File: config.mk
export PLATFORM = sky130hd
export DESIGN_NAME = escape_sequence_decoder_core
export DESIGN_NICKNAME = d
export VERILOG_FILES = /design/src/rtl/core/esd_pkg.sv /design/src/rtl/core/escape_sequence_decoder_core.sv /design/src/rtl/core/esd_front.sv /design/src/rtl/core/esd_fifo.sv /design/src/rtl/core/esd_back.sv
export VERILOG_INCLUDE_DIRS = /design/src /design/src/rtl/core
export SDC_FILE = /design/constraint.sdc
export NUM_CORES = 1
export LEC_CHECK = 0
export ABC_AREA = 1
export BUFFER_PORTS_ARGS = -buffer_cell sky130_fd_sc_hd__buf_2
export CAP_MARGIN = 40
export CORE_MARGIN = 10
export CORE_UTILIZATION = 55
export CTS_CLUSTER_DIAMETER = 150
export CTS_CLUSTER_SIZE = 20
export DETAILED_ROUTE_END_ITERATION = 8
export HOLD_SLACK_MARGIN = 0.05
export PLACE_DENSITY_LB_ADDON = 0.15
export SYNTH_ARGS = -nofsm -noshare
export SYNTH_HDL_FRONTEND = slang
export SYNTH_SLANG_ARGS = --single-unit
File: constraint.sdc
create_clock -name clk_i -period 6.7 [get_ports clk_i]
set_input_delay 0.335 -clock clk_i [delete_from_list [all_inputs] [get_ports clk_i]]
set_output_delay 0.335 -clock clk_i [all_outputs]
set_load 0.01 [all_outputs]
File: src/rtl/core/escape_sequence_decoder_core_defines.svh
// assertion macros for the escape sequence decoder core
// used by modules that have clk_i and rst_ni in scope
`ifndef ESCAPE_SEQUENCE_DECODER_CORE_DEFINES_SVH
`define ESCAPE_SEQUENCE_DECODER_CORE_DEFINES_SVH

// same cycle implication
`define ESD_ASSERT_IMP(label, ante, cons) \
  label: assert property (@(posedge clk_i) disable iff (!rst_ni) (ante) |-> (cons)) \
    else $error("assertion failed");

// next cycle implication
`define ESD_ASSERT_NXT(label, ante, cons) \
  label: assert property (@(posedge clk_i) disable iff (!rst_ni) (ante) |=> (cons)) \
    else $error("assertion failed");

`endif

File: src/rtl/core/esd_pkg.sv
// shared types and constants for the escape sequence decoder core
// no dependencies
package esd_pkg;

  localparam int unsigned CodeW      = 12;
  localparam int unsigned ByteW      = 8;
  localparam int unsigned QueueDepth = 4;

  typedef struct packed {
    logic             two;
    logic [CodeW-1:0] code1;
    logic [CodeW-1:0] code0;
  } entry_t;

endpackage

File: src/rtl/core/escape_sequence_decoder_core.sv
// escape sequence decoder core: byte in, decoded character codes out
// a result reaches the master side through the entry queue and then the output register
// throughput: one byte per cycle while the entry queue is not full; a byte giving two results
// needs two output transfers, absorbed by the entry queue between decoder and output stage
// reset: asynchronous, active low; clears the escape state, the queue and the output stage
// depends on esd_pkg, esd_front, esd_fifo, esd_back
module escape_sequence_decoder_core #(
  parameter int unsigned QueueDepth = esd_pkg::QueueDepth
) (
  input  logic        clk_i,
  input  logic        rst_ni,
  input  logic        s_axis_tvalid_i,
  output logic        s_axis_tready_o,
  input  logic [7:0]  s_axis_tdata_i,   // text_byte
  input  logic        s_axis_tlast_i,   // end_of_text
  output logic        m_axis_tvalid_o,
  input  logic        m_axis_tready_i,
  output logic [15:0] m_axis_tdata_o,   // code [11:0], zero fill
  output logic        m_axis_tlast_o    // last_of_run
);

  logic                      accept, push, pop, full, empty;
  esd_pkg::entry_t           wentry, rentry;
  logic [esd_pkg::CodeW-1:0] code;

  assign s_axis_tready_o = !full;
  assign accept          = s_axis_tvalid_i && !full;

  esd_front u_front (
    .clk_i    (clk_i),
    .rst_ni   (rst_ni),
    .accept_i (accept),
    .byte_i   (s_axis_tdata_i),
    .end_i    (s_axis_tlast_i),
    .push_o   (push),
    .entry_o  (wentry)
  );

  esd_fifo #(
    .Depth (QueueDepth)
  ) u_fifo (
    .clk_i   (clk_i),
    .rst_ni  (rst_ni),
    .push_i  (push),
    .wdata_i (wentry),
    .pop_i   (pop),
    .rdata_o (rentry),
    .full_o  (full),
    .empty_o (empty)
  );

  esd_back u_back (
    .clk_i       (clk_i),
    .rst_ni      (rst_ni),
    .empty_i     (empty),
    .entry_i     (rentry),
    .pop_o       (pop),
    .out_valid_o (m_axis_tvalid_o),
    .out_ready_i (m_axis_tready_i),
    .out_code_o  (code),
    .out_last_o  (m_axis_tlast_o)
  );

  assign m_axis_tdata_o = {{(16-esd_pkg::CodeW){1'b0}}, code};

endmodule

File: src/rtl/core/esd_front.sv
// front part: holds the escape state, decodes each byte into queue entries
// depends on esd_pkg
module esd_front (
  input  logic                       clk_i,
  input  logic                       rst_ni,
  input  logic                       accept_i,
  input  logic [esd_pkg::ByteW-1:0]  byte_i,
  input  logic                       end_i,
  output logic                       push_o,
  output esd_pkg::entry_t            entry_o
);

  typedef enum logic [2:0] {
    ModeIdle  = 3'd0,
    ModeEsc   = 3'd1,
    ModeCaret = 3'd2,
    ModeHex   = 3'd3,
    ModeOct   = 3'd4
  } mode_e;

  localparam logic [7:0] Backslash = 8'h5C;
  localparam logic [7:0] Caret     = 8'h5E;
  localparam logic [7:0] LetterX   = 8'h58;
  localparam logic [7:0] CtrlBase  = 8'h40;
  localparam logic [7:0] EscCode   = 8'h1B;

  mode_e                     mode_q, mode_d;
  logic [esd_pkg::CodeW-1:0] val_q, val_d;
  logic [1:0]                cnt_q, cnt_d;

  logic [7:0]                up;
  logic                      is_dec, is_hexl, is_oct, is_hex, dig, hit;
  logic [7:0]                letter;
  logic [3:0]                hex_d;
  logic [esd_pkg::CodeW-1:0] shifted, b_ext;
  logic [1:0]                cnt_inc;
  logic                      emit;
  esd_pkg::entry_t           ent;

  assign up      = (byte_i >= 8'h61 && byte_i <= 8'h7A) ? byte_i - 8'h20 : byte_i;
  assign is_dec  = byte_i >= 8'h30 && byte_i <= 8'h39;
  assign is_hexl = up >= 8'h41 && up <= 8'h46;
  assign is_oct  = byte_i >= 8'h30 && byte_i <= 8'h37;
  assign is_hex  = is_dec || is_hexl;
  assign hex_d   = is_dec ? byte_i[3:0] : byte_i[3:0] + 4'd9;
  assign b_ext   = {{(esd_pkg::CodeW-8){1'b0}}, byte_i};
  assign cnt_inc = cnt_q + 2'd1;

  always_comb begin
    hit = 1'b1;
    case (up)
      8'h42:   letter = 8'h08;
      8'h46:   letter = 8'h0C;
      8'h4E:   letter = 8'h0A;
      8'h52:   letter = 8'h0D;
      8'h53:   letter = 8'h20;
      8'h54:   letter = 8'h09;
      8'h45:   letter = EscCode;
      default: begin
        letter = 8'h00;
        hit    = 1'b0;
      end
    endcase
  end

  always_comb begin
    dig     = (mode_q == ModeHex) ? is_hex : is_oct;
    shifted = (mode_q == ModeHex) ? {val_q[esd_pkg::CodeW-5:0], hex_d}
                                  : {val_q[esd_pkg::CodeW-4:0], byte_i[2:0]};
  end

  always_comb begin
    mode_d = mode_q;
    val_d  = val_q;
    cnt_d  = cnt_q;
    emit   = 1'b0;
    ent    = '0;
    if (end_i) begin
      mode_d = ModeIdle;
      val_d  = '0;
      cnt_d  = '0;
      case (mode_q)
        ModeEsc: begin
          emit      = 1'b1;
          ent.code0 = {{(esd_pkg::CodeW-8){1'b0}}, Backslash};
        end
        ModeCaret: begin
          emit      = 1'b1;
          ent.code0 = {{(esd_pkg::CodeW-8){1'b0}}, 8'h00 - CtrlBase};
        end
        ModeHex, ModeOct: begin
          emit      = 1'b1;
          ent.code0 = val_q;
        end
        default: ;
      endcase
    end else begin
      case (mode_q)
        ModeEsc: begin
          if (hit) begin
            emit      = 1'b1;
            ent.code0 = {{(esd_pkg::CodeW-8){1'b0}}, letter};
            mode_d    = ModeIdle;
            val_d     = '0;
            cnt_d     = '0;
          end else if (up == Caret) begin
            mode_d = ModeCaret;
          end else if (up == LetterX) begin
            mode_d = ModeHex;
            val_d  = '0;
            cnt_d  = '0;
          end else if (is_oct) begin
            mode_d = ModeOct;
            val_d  = {{(esd_pkg::CodeW-3){1'b0}}, byte_i[2:0]};
            cnt_d  = 2'd1;
          end else begin
            emit      = 1'b1;
            ent.code0 = b_ext;
            mode_d    = ModeIdle;
            val_d     = '0;
            cnt_d     = '0;
          end
        end
        ModeCaret: begin
          emit      = 1'b1;
          ent.code0 = {{(esd_pkg::CodeW-8){1'b0}}, up - CtrlBase};
          mode_d    = ModeIdle;
          val_d     = '0;
          cnt_d     = '0;
        end
        ModeHex, ModeOct: begin
          if (dig) begin
            val_d = shifted;
            cnt_d = cnt_inc;
            if (cnt_inc == 2'd3) begin
              emit      = 1'b1;
              ent.code0 = shifted;
              mode_d    = ModeIdle;
              val_d     = '0;
              cnt_d     = '0;
            end
          end else begin
            emit      = 1'b1;
            ent.code0 = val_q;
            val_d     = '0;
            cnt_d     = '0;
            if (byte_i == Backslash) begin
              mode_d = ModeEsc;
            end else begin
              mode_d    = ModeIdle;
              ent.two   = 1'b1;
              ent.code1 = b_ext;
            end
          end
        end
        default: begin
          val_d = '0;
          cnt_d = '0;
          if (byte_i == Backslash) begin
            mode_d = ModeEsc;
          end else begin
            mode_d    = ModeIdle;
            emit      = 1'b1;
            ent.code0 = b_ext;
          end
        end
      endcase
    end
  end

  always_ff @(posedge clk_i or negedge rst_ni) begin
    if (!rst_ni) begin
      mode_q <= ModeIdle;
      val_q  <= '0;
      cnt_q  <= '0;
    end else if (accept_i) begin
      mode_q <= mode_d;
      val_q  <= val_d;
      cnt_q  <= cnt_d;
    end
  end

  assign push_o  = accept_i && emit;
  assign entry_o = ent;

endmodule

File: src/rtl/core/esd_fifo.sv
// small queue of decoded entries between front and back
// depends on esd_pkg and the defines header
`include "escape_sequence_decoder_core_defines.svh"
module esd_fifo #(
  parameter int unsigned Depth = esd_pkg::QueueDepth
) (
  input  logic            clk_i,
  input  logic            rst_ni,
  input  logic            push_i,
  input  esd_pkg::entry_t wdata_i,
  input  logic            pop_i,
  output esd_pkg::entry_t rdata_o,
  output logic            full_o,
  output logic            empty_o
);

  localparam int unsigned PtrW = (Depth > 1) ? $clog2(Depth) : 1;
  localparam int unsigned CntW = $clog2(Depth + 1);
  localparam logic [PtrW-1:0] LastPtr = PtrW'(Depth - 1);

  esd_pkg::entry_t mem_q [Depth];
  logic [PtrW-1:0] wptr_q, rptr_q;
  logic [CntW-1:0] cnt_q;
  logic            do_push, do_pop;

  assign full_o  = cnt_q == CntW'(Depth);
  assign empty_o = cnt_q == '0;
  assign do_push = push_i && !full_o;
  assign do_pop  = pop_i && !empty_o;
  assign rdata_o = mem_q[rptr_q];

  always_ff @(posedge clk_i) begin
    if (do_push) begin
      mem_q[wptr_q] <= wdata_i;
    end
  end

  always_ff @(posedge clk_i or negedge rst_ni) begin
    if (!rst_ni) begin
      wptr_q <= '0;
      rptr_q <= '0;
      cnt_q  <= '0;
    end else begin
      if (do_push) begin
        wptr_q <= (wptr_q == LastPtr) ? '0 : wptr_q + 1'b1;
      end
      if (do_pop) begin
        rptr_q <= (rptr_q == LastPtr) ? '0 : rptr_q + 1'b1;
      end
      if (do_push && !do_pop) begin
        cnt_q <= cnt_q + 1'b1;
      end else if (do_pop && !do_push) begin
        cnt_q <= cnt_q - 1'b1;
      end
    end
  end

  `ESD_ASSERT_IMP(a_no_push_full, push_i, !full_o)
  `ESD_ASSERT_IMP(a_no_pop_empty, pop_i, !empty_o)

endmodule

File: src/rtl/core/esd_back.sv
// back part: drains queue entries into one result item per cycle while the master side accepts
// depends on esd_pkg and the defines header
`include "escape_sequence_decoder_core_defines.svh"
module esd_back (
  input  logic                      clk_i,
  input  logic                      rst_ni,
  input  logic                      empty_i,
  input  esd_pkg::entry_t           entry_i,
  output logic                      pop_o,
  output logic                      out_valid_o,
  input  logic                      out_ready_i,
  output logic [esd_pkg::CodeW-1:0] out_code_o,
  output logic                      out_last_o
);

  logic                      out_valid_q;
  logic [esd_pkg::CodeW-1:0] out_code_q;
  logic                      out_last_q;
  logic                      pend_q;
  logic [esd_pkg::CodeW-1:0] pend_code_q;
  logic                      slot_free;

  assign slot_free = !out_valid_q || out_ready_i;
  assign pop_o     = slot_free && !pend_q && !empty_i;

  always_ff @(posedge clk_i or negedge rst_ni) begin
    if (!rst_ni) begin
      out_valid_q <= 1'b0;
      pend_q      <= 1'b0;
    end else if (slot_free) begin
      if (pend_q) begin
        out_valid_q <= 1'b1;
        pend_q      <= 1'b0;
      end else begin
        out_valid_q <= !empty_i;
        pend_q      <= !empty_i && entry_i.two;
      end
    end
  end

  always_ff @(posedge clk_i) begin
    if (slot_free) begin
      if (pend_q) begin
        out_code_q <= pend_code_q;
        out_last_q <= 1'b1;
      end else begin
        out_code_q  <= entry_i.code0;
        out_last_q  <= !entry_i.two;
        pend_code_q <= entry_i.code1;
      end
    end
  end

  assign out_valid_o = out_valid_q;
  assign out_code_o  = out_code_q;
  assign out_last_o  = out_last_q;

  `ESD_ASSERT_IMP(a_pend_has_first, pend_q, out_valid_q && !out_last_q)
  `ESD_ASSERT_IMP(a_no_pop_while_pend, pend_q, !pop_o)
  `ESD_ASSERT_NXT(a_second_follows, pend_q && out_ready_i, out_valid_q && out_last_q)

endmodule

==> results of run 1 <==
-- metal layers --
layer | track usage [%] | wire (um) | up-vias
met4 | 11.1 | 584 | 0
met1 | 24.1 | 7050 | 2478
li1 | - | - | 2487
met2 | 34.1 | 8200 | 162
met3 | 4.15 | 702 | 41
met5 | 0 | 0 | -
-- flip-flops by register name, summed over array words and instances (netlist names) --
register / count
u_fifo.cnt_q: 3
u_front.mode_q: 3
u_back.out_valid_o: 1
u_back.out_code_o: 12
u_fifo.mem_q: 84
u_fifo.wptr_q: 2
u_front.cnt_q: 2
u_fifo.rptr_q: 2
u_back.pend_code_q: 8
u_front.val_q: 12
u_back.out_last_o: 1
u_back.pend_q: 1
-- per-stage QoR --
step           setup WS, ns  hold slack [ns]  instance area (sq um)  cells
3_3_place_gp           2.34            0.401                   6940    866
2_1_floorplan          3.08           0.0394                   6730    716
5_1_grt                2.42            0.448                   7610    903
4_1_cts                2.76            0.415                   7610    903
6_report               2.67            0.429                   7610    903
3_5_place_dp           2.34            0.410                   7000    870
-- worst paths after layout --
kind,startpoint,to
hold reg to reg,u_fifo.cnt_q[2],u_fifo.cnt_q[2]
setup / recovery,s_axis_tdata_i[0],u_fifo.cnt_q[1]
min in group asynchronous,rst_ni,u_front.val_q[6]
hold / removal,s_axis_tvalid_i,u_fifo.wptr_q[0]
setup reg to reg,u_front.mode_q[0],u_fifo.cnt_q[2]
max in group asynchronous,rst_ni,u_fifo.cnt_q[2]
-- kinds of logic after synthesis --
kind of cell	Yosys count	synth area share, %
AOI/OAI and AO/OA	152	13.2
xor gates and xnor gates	4	0.522
adders and majority gates	16	3.09
buffers and inverters	102	6.39
DFF	131	56.6
muxes	1	0.168
other	1	0.0558
and+or+nand+nor	306	20.0
-- power groups by stage --
| stage | clock [mW] | combinational (mW) | sequential [mW] |
|---|---|---|---|
| 5_1_grt | 0.989 | 0.750 | 1.11 |
| 4_1_cts | 0.949 | 0.664 | 1.10 |
| 6_report | 0.939 | 0.662 | 1.10 |
| 3_3_place_gp | 0 | 0.617 | 1.12 |
| 2_1_floorplan | 0 | 0.425 | 1.13 |
| 3_5_place_dp | 0 | 0.656 | 1.12 |
-- worst max-delay path: cells and delay by family --
family / cells / cell delay [ns]
simple gates: 12 / 1.29
fa+ha+maj: 4 / 1.14
compound gates: 3 / 0.66
buf+inv: 5 / 0.61
mux: 1 / 0.27
-- what timing repair did --
action / 4_1_cts / 5_1_grt
setup buffers: 0 / 0
hold buffers: 1 / 0
endpoints found under the hold margin: 26 / 0
-- final cells by class --
type / count / area, sq um
Clock inverter: 12 / 163
Tap cell: 147 / 184
Timing Repair Buffer: 36 / 235
Fill cell: 977 / 4350
Multi-Input combinational cell: 483 / 2500
Clock buffer: 20 / 437
Inverter: 74 / 283
Sequential cell: 131 / 3800
-- Yosys cell counts, drive strengths merged (2+ instances only) --
cell / count / area share [%]
xnor2: 2 / 0.26
nor3: 8 / 0.75
o211ai: 4 / 0.52
nand3: 24 / 2.0
a22oi: 3 / 0.41
buf: 13 / 1.3
o31ai: 3 / 0.54
nor2: 128 / 7.6
inv: 72 / 4.1
edfxtp: 105 / 47
o22ai: 22 / 2.0
nand2: 137 / 8.7
ha: 15 / 2.8
nand4: 6 / 0.56
xor2: 2 / 0.26
clkbuf: 15 / 0.84
dfrtp: 26 / 9.7
a21oi: 21 / 1.7
nor4: 2 / 0.19
clkinv: 2 / 0.11
a31oi: 12 / 1.1
o21ai: 84 / 6.5
==> results.sh, run 1 <==
export IMPL_synth_main_ff_cell="edfxtp_1"
export IMPL_grt_util_all_layers_pct=20.3
export IMPL_final_antenna_net_count=0
export IMPL_syn_to_final_growth_pct=13.3
export IMPL_crit_path_start_kind="input port"
export IMPL_holdPathStages=5
export IMPL_period_share_pct=60.2
export IMPL_wl_per_cell_um=18.3
export IMPL_worstRegToRegCells=20
export IMPL_layout_common_cells="nand2_1, nor2_1, edfxtp_1"
export IMPL_finalHoldViolCount=0
export IMPL_setup_tns_final_ns=0
export IMPL_grt_pass1_wl_um=26400
export IMPL_viasPerCell=5.72
export IMPL_cts_buffer_depth=2
export IMPL_rsz0062_at_grt="no"
export IMPL_ys_ff_latch=131
export IMPL_finalSetupViolCount=0
export IMPL_power_frac_comb_pct=24.5
export IMPL_start_util_pct=56.2
export IMPL_leakagePower_nw=3.02
export IMPL_relSlewSlack_pct=46.9
export IMPL_critPathMaxStageDelay_ns=0.40
export IMPL_clk_latency_ns=0.41
export IMPL_row_count=40
export IMPL_finalClockSkew_ns=0.00762
export IMPL_vias=5168
export IMPL_pwr_share_clk_pct=34.7
export IMPL_core_area_sq_um=12000
export IMPL_die_y_um=131
export IMPL_grt_max_degree=46
export IMPL_slew_viol_final=0
export IMPL_cts_made_buffers=17
export IMPL_cpMostUsedCell="nand2_1"
export IMPL_drv_cap=0
export IMPL_nets=772
export IMPL_ys_warn_count=0
export IMPL_drc=0
export IMPL_reg2reg_slack_ns=2.87
export IMPL_outcome="finished clean"
export IMPL_critPathKind="in2reg"
export IMPL_synthDistinctLibCells=49
export IMPL_seq_power_share_pct=40.8
export IMPL_grt_pass1_vias=5145
export IMPL_async_flop_share_pct=19.8
export IMPL_wirelength_um=16500
export IMPL_synth_edff_count=105
export IMPL_yosysSeqAreaShare_pct=56.6
export IMPL_vdd_ir_drop_worst_mv=0.161
export IMPL_io_pins=32
export IMPL_die_area_sq_um=17000
export IMPL_io_buffers=27
export IMPL_gp_congestion=0.946
export IMPL_worstPathArrival_ns=4.32
export IMPL_crit_slowest_cell="fa_1"
export IMPL_layout_drive_gt1_share_pct=13.8
export IMPL_tightest_slew_ns=0.796
export IMPL_cts_sinks=131
export IMPL_min_period_ns=4.03
export IMPL_postCtsResizedCells=0
export IMPL_syn_inst=713
export IMPL_cp_required_ns=6.99
export IMPL_grt_antenna_before_repair=0
export IMPL_hpwl_um=11800
export IMPL_drt_iter0_markers=439
export IMPL_root_buffer="clkbuf_16"
export IMPL_syn_area_sq_um=6720
export IMPL_cts_tree="built"
export IMPL_worst_hold_path_type="in2reg"
export IMPL_switching_share_pct=30.5
export IMPL_switchingPower_mw=0.824
export IMPL_grt_overflow=0
export IMPL_dr_pass1_iters=5
export IMPL_p_per_area_nw_per_um2=356
export IMPL_power_total_mw=2.71
export IMPL_die_w_um=131
export IMPL_intPower_mw=1.88
export IMPL_end_kind="flop"
export IMPL_clkTransAtPathRegs_ns=0.05
export IMPL_max_freq_mhz=248
export IMPL_avgSynthCellArea_sq_um=9.42
export IMPL_fin_util_pct=63.6
export IMPL_final_common_cell="nand2_1"
export IMPL_diodes=0
export IMPL_htree_levels=4
export IMPL_cp_max_fo=10
Power figures use the tool's default switching activity.
==> inputs of run 2 (changes only) <==
==> constraint.sdc (replaced) <==
create_clock -name clk_i -period 3.4 [get_ports clk_i]
set_input_delay 0.17 -clock clk_i [delete_from_list [all_inputs] [get_ports clk_i]]
set_output_delay 0.17 -clock clk_i [all_outputs]
set_load 0.01 [all_outputs]
==> run 2 against run 1 <==
Compared with the run above: critical path depth is the same; clock power rose by 100%; global-route usage up 0.39 points; wire length rose by 1.2%; final area is 4.6% higher; first-iteration DRC count rose by 29%; utilization increased by 2.9 points.
==> results.sh, run 2 (synthesized netlist as in run 1, its figures left out) <==
export IMPL_power_total_mw=5.39
export IMPL_cp_max_fo=3
export IMPL_crit_cells=25
export IMPL_layout_drive_gt1_share_pct=19.0
export IMPL_startpoint="s_axis_tdata_i[0]"
export IMPL_wirelength_um=16700
export IMPL_root_buffer="clkbuf_16"
export IMPL_post_cts_buffers=0
export IMPL_grt_pass1_vias=5370
export IMPL_row_count=40
export IMPL_grt_util_all_layers_pct=20.7
export IMPL_dp_cells=909
export IMPL_n_fill_cell=930
export IMPL_relSlewSlack_pct=45.5
export IMPL_diodes=0
export IMPL_clkTransAtPathRegs_ns=0.06
export IMPL_final_antenna_net_count=0
export IMPL_grt_overflow=0
export IMPL_seqCellArea_sq_um=3800
export IMPL_top_register="u_fifo.mem_q"
export IMPL_vdd_ir_drop_worst_mv=0.340
export IMPL_crit_family="simple AND/OR/NAND/NOR gates"
export IMPL_tightest_slew_ns=0.817
export IMPL_die_y_um=131
export IMPL_final_common_cell="nand2_1"
export IMPL_start_util_pct=56.2
export IMPL_outcome="finished clean"
export IMPL_fin_cells=942
export IMPL_final_cell_area_sq_um=7960
export IMPL_die_area_sq_um=17000
export IMPL_cts_buffer_depth=2
export IMPL_wl_per_cell_um=17.8
export IMPL_clk_latency_ns=0.42
export IMPL_multiInputGateArea_sq_um=2510
export IMPL_rsz0062_at_grt="no"
export IMPL_viasPerCell=5.62
export IMPL_critPathKind="in2reg"
export IMPL_cpMostUsedCell="nand2_1"
export IMPL_critPathMaxStageDelay_ns=0.39
export IMPL_finalHoldViolCount=0
export IMPL_worst_hold_path_type="in2reg"
export IMPL_reg2reg_slack_ns=0.41
export IMPL_max_freq_mhz=329
export IMPL_dr_pass1_iters=5
export IMPL_vias=5295
export IMPL_drc=0
export IMPL_r2r_end="u_fifo.cnt_q[2]"
export IMPL_cts_tree="built"
export IMPL_largest_reg_flops=84
export IMPL_slew_viol_final=0
export IMPL_end_kind="flop"
export IMPL_crit_path_start_kind="input port"
export IMPL_hpwl_um=11800
export IMPL_finalSetupViolCount=0
export IMPL_die_w_um=131
export IMPL_grt_max_degree=46
export IMPL_crit_buf_inv=5
export IMPL_fin_util_pct=66.5
export IMPL_place_area_sq_um=7320
export IMPL_crit_slowest_cell="fa_1"
export IMPL_grt_antenna_before_repair=0
export IMPL_layout_common_cells="nand2_1, nor2_1, edfxtp_1"
export IMPL_syn_to_final_growth_pct=18.5
export IMPL_gp_congestion=0.999
export IMPL_endpoint="u_fifo.cnt_q[1]"
export IMPL_grt_pass1_wl_um=26800
export IMPL_min_period_ns=3.04
export IMPL_cts_made_buffers=17
export IMPL_worstPathArrival_ns=3.33
export IMPL_worstReg2RegStart="u_front.mode_q[2]"
export IMPL_period_share_pct=89.3
export IMPL_io_buffers=27
export IMPL_worstRegToRegCells=18
export IMPL_leakagePower_nw=3.23
export IMPL_worstHoldStart="s_axis_tdata_i[5]"
export IMPL_core_area_sq_um=12000
export IMPL_io_pins=32
export IMPL_cp_required_ns=3.70
export IMPL_htree_levels=4
export IMPL_cts_sinks=131
export IMPL_p_per_area_nw_per_um2=678
export IMPL_hold_ws_ns=0.295
export IMPL_nets=811
export IMPL_drv_cap=0
export IMPL_drt_iter0_markers=567
export IMPL_finalClockSkew_ns=0.0214
## run 2: cell types whose count changed in the layout (fill, tap and decap cells not counted), moves of 4 or more
cell    previous run  this run
buf_12             0         4
buf_4              4        43
buf_8              4         0
inv_6              0         4
## run 2: metal layers
layer,global-route usage (%),wire length (um),vias to the layer above
li1,-,-,2566
met1,23.9,6990,2516
met2,35.5,8340,169
met3,4.51,790,44
met4,10.9,616,0
met5,0,0,-
## run 2: area by class of cell
| type | instances | area share (%) |
|---|---|---|
| repair buffers | 75 | 6.89 |
| flip-flops and latches | 131 | 47.8 |
| well taps | 147 | 2.31 |
| multi-input cells | 483 | 31.6 |
| clock buffers | 17 | 5.35 |
| clock inverters | 15 | 2.55 |
| inverters | 74 | 3.55 |
## run 2: how the worst min path moves through the flow
stage                                      to  slack (ns)  cells past startpoint
after floorplan            u_back.out_valid_o       -0.13                      0
after global placement      u_front.val_q[11]        0.25                      1
after detailed placement    u_front.val_q[10]        0.27                      1
after CTS                    u_fifo.wptr_q[0]        0.28                      5
after global routing      u_fifo.mem_q[0][17]        0.31                      3
final                     u_fifo.mem_q[0][17]        0.30                      3
## run 2: what timing repair did
action	CTS	global route
hold buffers	1	0
endpoints found under the setup margin	0	2
gates resized for setup	0	1
endpoints found under the hold margin	26	0
## run 2: power by group
group          internal [mW]  switching, mW  total, mW
sequential              2.07          0.104       2.17
combinational          0.448          0.867       1.31
clock                   1.23          0.677       1.91
total                   3.75           1.65       5.39
## run 2: per-stage QoR
stage                     setup WS (ns)  TNS [ns]
final                             0.364         0
after global routing             0.0634         0
after CTS                         0.316         0
after detailed placement         -0.114    -0.184
after global placement           0.0312         0
after floorplan                -0.00780    -0.655
## run 2: worst reg2reg max path: stages (launching register included)
cell     delay [ns]
dfrtp_1        0.45
nor3_2         0.27
a21oi_2        0.07
buf_4          0.18
nor2_1         0.26
inv_1          0.13
nand2_1        0.12
a21oi_1        0.05
nand2_1        0.07
nand2_1        0.06
nand2_2        0.07
nand2_2        0.06
inv_1          0.06
ha_1           0.13
inv_1          0.07
fa_1           0.43
a21oi_1        0.14
o21ai_0        0.11
xnor2_1        0.14
==> inputs of run 3 (changes only) <==
--- a/config.mk
+++ b/config.mk
@@ -8,7 +8,7 @@
 export LEC_CHECK = 0
 export ABC_AREA = 1
 export BUFFER_PORTS_ARGS = -buffer_cell sky130_fd_sc_hd__buf_2
-export CAP_MARGIN = 40
+export CAP_MARGIN = 20
 export CORE_MARGIN = 10
 export CORE_UTILIZATION = 55
 export CTS_CLUSTER_DIAMETER = 150
@@ -18,4 +18,5 @@
 export PLACE_DENSITY_LB_ADDON = 0.15
 export SYNTH_ARGS = -nofsm -noshare
 export SYNTH_HDL_FRONTEND = slang
+export SYNTH_HIERARCHICAL = 1
 export SYNTH_SLANG_ARGS = --single-unit
==> run 3 against run 2 <==
Compared with the run above: sequential cell count is 20 higher; die area is 15% higher; worst setup slack worse by 0.16 ns; largest cell class unchanged; critical path type unchanged; largest power group unchanged; critical endpoint is now u_fifo/cnt_q[2]; first-iteration DRC count is 4.6% lower; synthesized area is 18% higher; highest routed layer unchanged; clock-buffer cell count stayed put; via count is 14% higher.
==> results.sh, run 3 <==
export IMPL_synth_main_ff_cell="edfxtp_1"
export IMPL_cpMostUsedCell="nand2_1"
export IMPL_worstHoldStart="m_axis_tready_i"
export IMPL_finalSetupViolCount=0
export IMPL_cp_required_ns=3.70
export IMPL_synth_commonest_cells="nand2_1, edfxtp_1, inv_1"
export IMPL_vdd_ir_drop_worst_mv=0.250
export IMPL_grt_pass1_wl_um=30400
export IMPL_setup_ws_ns=0.205
export IMPL_hold_ws_ns=0.0798
export IMPL_grt_max_degree=52
export IMPL_syn_area_sq_um=7930
export IMPL_tightest_slew_ns=0.877
export IMPL_grt_util_all_layers_pct=19.3
export IMPL_synth_top_area_share_pct=47.4
export IMPL_nets=952
export IMPL_crit_path_start_kind="input port"
export IMPL_start_util_pct=56.7
export IMPL_synth_edff_count=125
export IMPL_slew_viol_final=0
export IMPL_holdPathStages=4
export IMPL_grt_pass1_vias=5897
export IMPL_yosysSeqAreaShare_pct=55.6
export IMPL_clk_latency_ns=0.42
export IMPL_period_share_pct=94.0
export IMPL_critPathKind="in2reg"
export IMPL_ys_warn_count=6
export IMPL_crit_slowest_cell="fa_1"
export IMPL_htree_levels=4
export IMPL_rsz0062_at_grt="no"
export IMPL_finalHoldViolCount=0
export IMPL_cts_buffer_depth=2
export IMPL_top_register="u_fifo/mem_q"
export IMPL_cp_max_fo=5
export IMPL_cts_made_buffers=17
export IMPL_max_freq_mhz=313
export IMPL_pre_cts_slack_ns=-0.270
export IMPL_leakagePower_nw=3.94
export IMPL_ys_ff_latch=151
export IMPL_end_kind="flop"
export IMPL_avgSynthCellArea_sq_um=9.26
export IMPL_outcome="finished clean"
export IMPL_grt_antenna_before_repair=0
export IMPL_worstReg2RegStart="u_front/mode_q[0]"
export IMPL_worstRegToRegCells=18
export IMPL_dp_cells=1084
export IMPL_reg2reg_slack_ns=0.35
export IMPL_drt_iter0_markers=541
export IMPL_dr_pass1_iters=5
export IMPL_die_w_um=140
export IMPL_viasPerCell=5.42
export IMPL_grt_overflow=0
export IMPL_whs_endpoint="u_back/pend_q"
export IMPL_drv_cap=0
export IMPL_io_pins=32
export IMPL_cts_sinks=151
export IMPL_final_antenna_net_count=0
export IMPL_p_per_area_nw_per_um2=656
export IMPL_synthTopCellsByArea="edfxtp_1, nand2_1, dfrtp_1, inv_1, o211ai_1"
export IMPL_io_buffers=27
export IMPL_final_common_cell="nand2_1"
export IMPL_yosysMostFrequentCell="nand2_1"
export IMPL_critPathMaxStageDelay_ns=0.38
export IMPL_synth_area_leader_cell="edfxtp_1"
export IMPL_row_count=43
export IMPL_layout_drive_gt1_share_pct=17.8
export IMPL_r2r_end="u_fifo/cnt_q[2]"
export IMPL_syn_to_final_growth_pct=15.6
export IMPL_finalClockSkew_ns=0.0114
export IMPL_gp_congestion=0.989
export IMPL_relSlewSlack_pct=40.9
export IMPL_fin_cells=1118
export IMPL_layout_common_cells="nand2_1, edfxtp_1, inv_1"
export IMPL_wirelength_um=19100
export IMPL_die_y_um=140
export IMPL_cts_tree="built"
export IMPL_power_total_mw=6.02
export IMPL_min_period_ns=3.19
export IMPL_diodes=0
export IMPL_place_area_sq_um=8560
export IMPL_hpwl_um=13800
export IMPL_largest_reg_flops=100
export IMPL_final_cell_area_sq_um=9170
export IMPL_synthDistinctLibCells=43
export IMPL_wl_per_cell_um=17.1
export IMPL_vias=6061
export IMPL_syn_inst=856
export IMPL_drc=0
export IMPL_root_buffer="clkbuf_16"
export IMPL_clkTransAtPathRegs_ns=0.06
export IMPL_die_area_sq_um=19600
export IMPL_worst_hold_path_type="in2reg"
export IMPL_core_area_sq_um=14000
export IMPL_async_flop_share_pct=17.2
export IMPL_worstPathArrival_ns=3.49
## run 3: changes by cell type after synthesis, moves of 5 or more
| cell | previous run | this run |
|---|---|---|
| nand2_1 | 122 | 252 |
| nor2_1 | 123 | 56 |
| inv_1 | 66 | 121 |
| o211ai_1 | 3 | 54 |
| o21ai_0 | 75 | 31 |
| nand3_1 | 22 | 49 |
| o22ai_1 | 22 | 1 |
| edfxtp_1 | 105 | 125 |
| buf_4 | 6 | 19 |
| a31oi_1 | 12 | 0 |
| clkbuf_1 | 15 | 6 |
| a21oi_1 | 19 | 12 |
| o22ai_2 | 0 | 6 |
| inv_2 | 4 | 9 |
## run 3: worst max path at each step
| stage | startpoint | end | cells past startpoint |
|---|---|---|---|
| final | s_axis_tdata_i[0] | u_fifo/cnt_q[2] | 29 |
| after detailed placement | s_axis_tdata_i[0] | u_fifo/cnt_q[2] | 29 |
| after floorplan | s_axis_tdata_i[0] | u_fifo/cnt_q[2] | 28 |
| after global placement | s_axis_tdata_i[0] | u_fifo/cnt_q[2] | 29 |
| after CTS | s_axis_tdata_i[0] | u_fifo/cnt_q[2] | 29 |
| after global routing | s_axis_tdata_i[0] | u_fifo/cnt_q[2] | 29 |
## run 3: where the power goes
part	total, mW	switching, mW	internal (mW)	leakage, nW
Sequential	2.68	0.251	2.43	1.46
Combinational	1.55	0.991	0.564	2.21
Clock	1.78	0.762	1.02	0.271
## run 3: cells by family after synthesis
group / Yosys count / share of synthesized area [%]
buffers and inverters: 168 / 9.60
adders and majority gates: 14 / 2.30
xor gates and xnor gates: 3 / 0.332
DFF: 151 / 55.6
AOI/OAI and AO/OA: 121 / 10.5
other: 2 / 0.0947
and+or+nand+nor: 397 / 21.6
## run 3: layout make-up
type	count	area, sq um
fillers	1108	4820
flip-flops and latches	151	4410
multi-input cells	543	2850
repair buffers	80	611
inverters	132	507
clock buffers	17	425
well taps	180	225
clock inverters	15	143
## run 3: critical path: cells and delay by family
family / cells / cell delay, ns
adder cells (fa/ha/maj): 4 / 0.88
AO/OA/AOI/OAI: 2 / 0.40
AND/OR/NAND/NOR: 18 / 1.63
buffers and inverters: 5 / 0.43
## run 3: stage by stage
stage	setup TNS (ns)	util (%)
2_1_floorplan	0	-
3_3_place_gp	-0.190	61.2
3_5_place_dp	-3.70	61.2
4_1_cts	0	65.3
5_1_grt	0	65.5
6_report	0	65.5
## run 3: repair_timing
item / in CTS / in global routing
hold endpoints to repair: 26 / 0
hold buffers: 1 / 0
buffers inserted: 0 / 1
setup endpoints to repair: 0 / 2
gates resized for setup: 0 / 4
## run 3: metal layers
metal  routed length, um  up-vias  GRT usage (%)
li1                    -     2960              -
met1                7840     2872           22.7
met4                 412        0           7.34
met5                   0        -              0
met3                1070       33           4.33
met2                9810      196           33.6
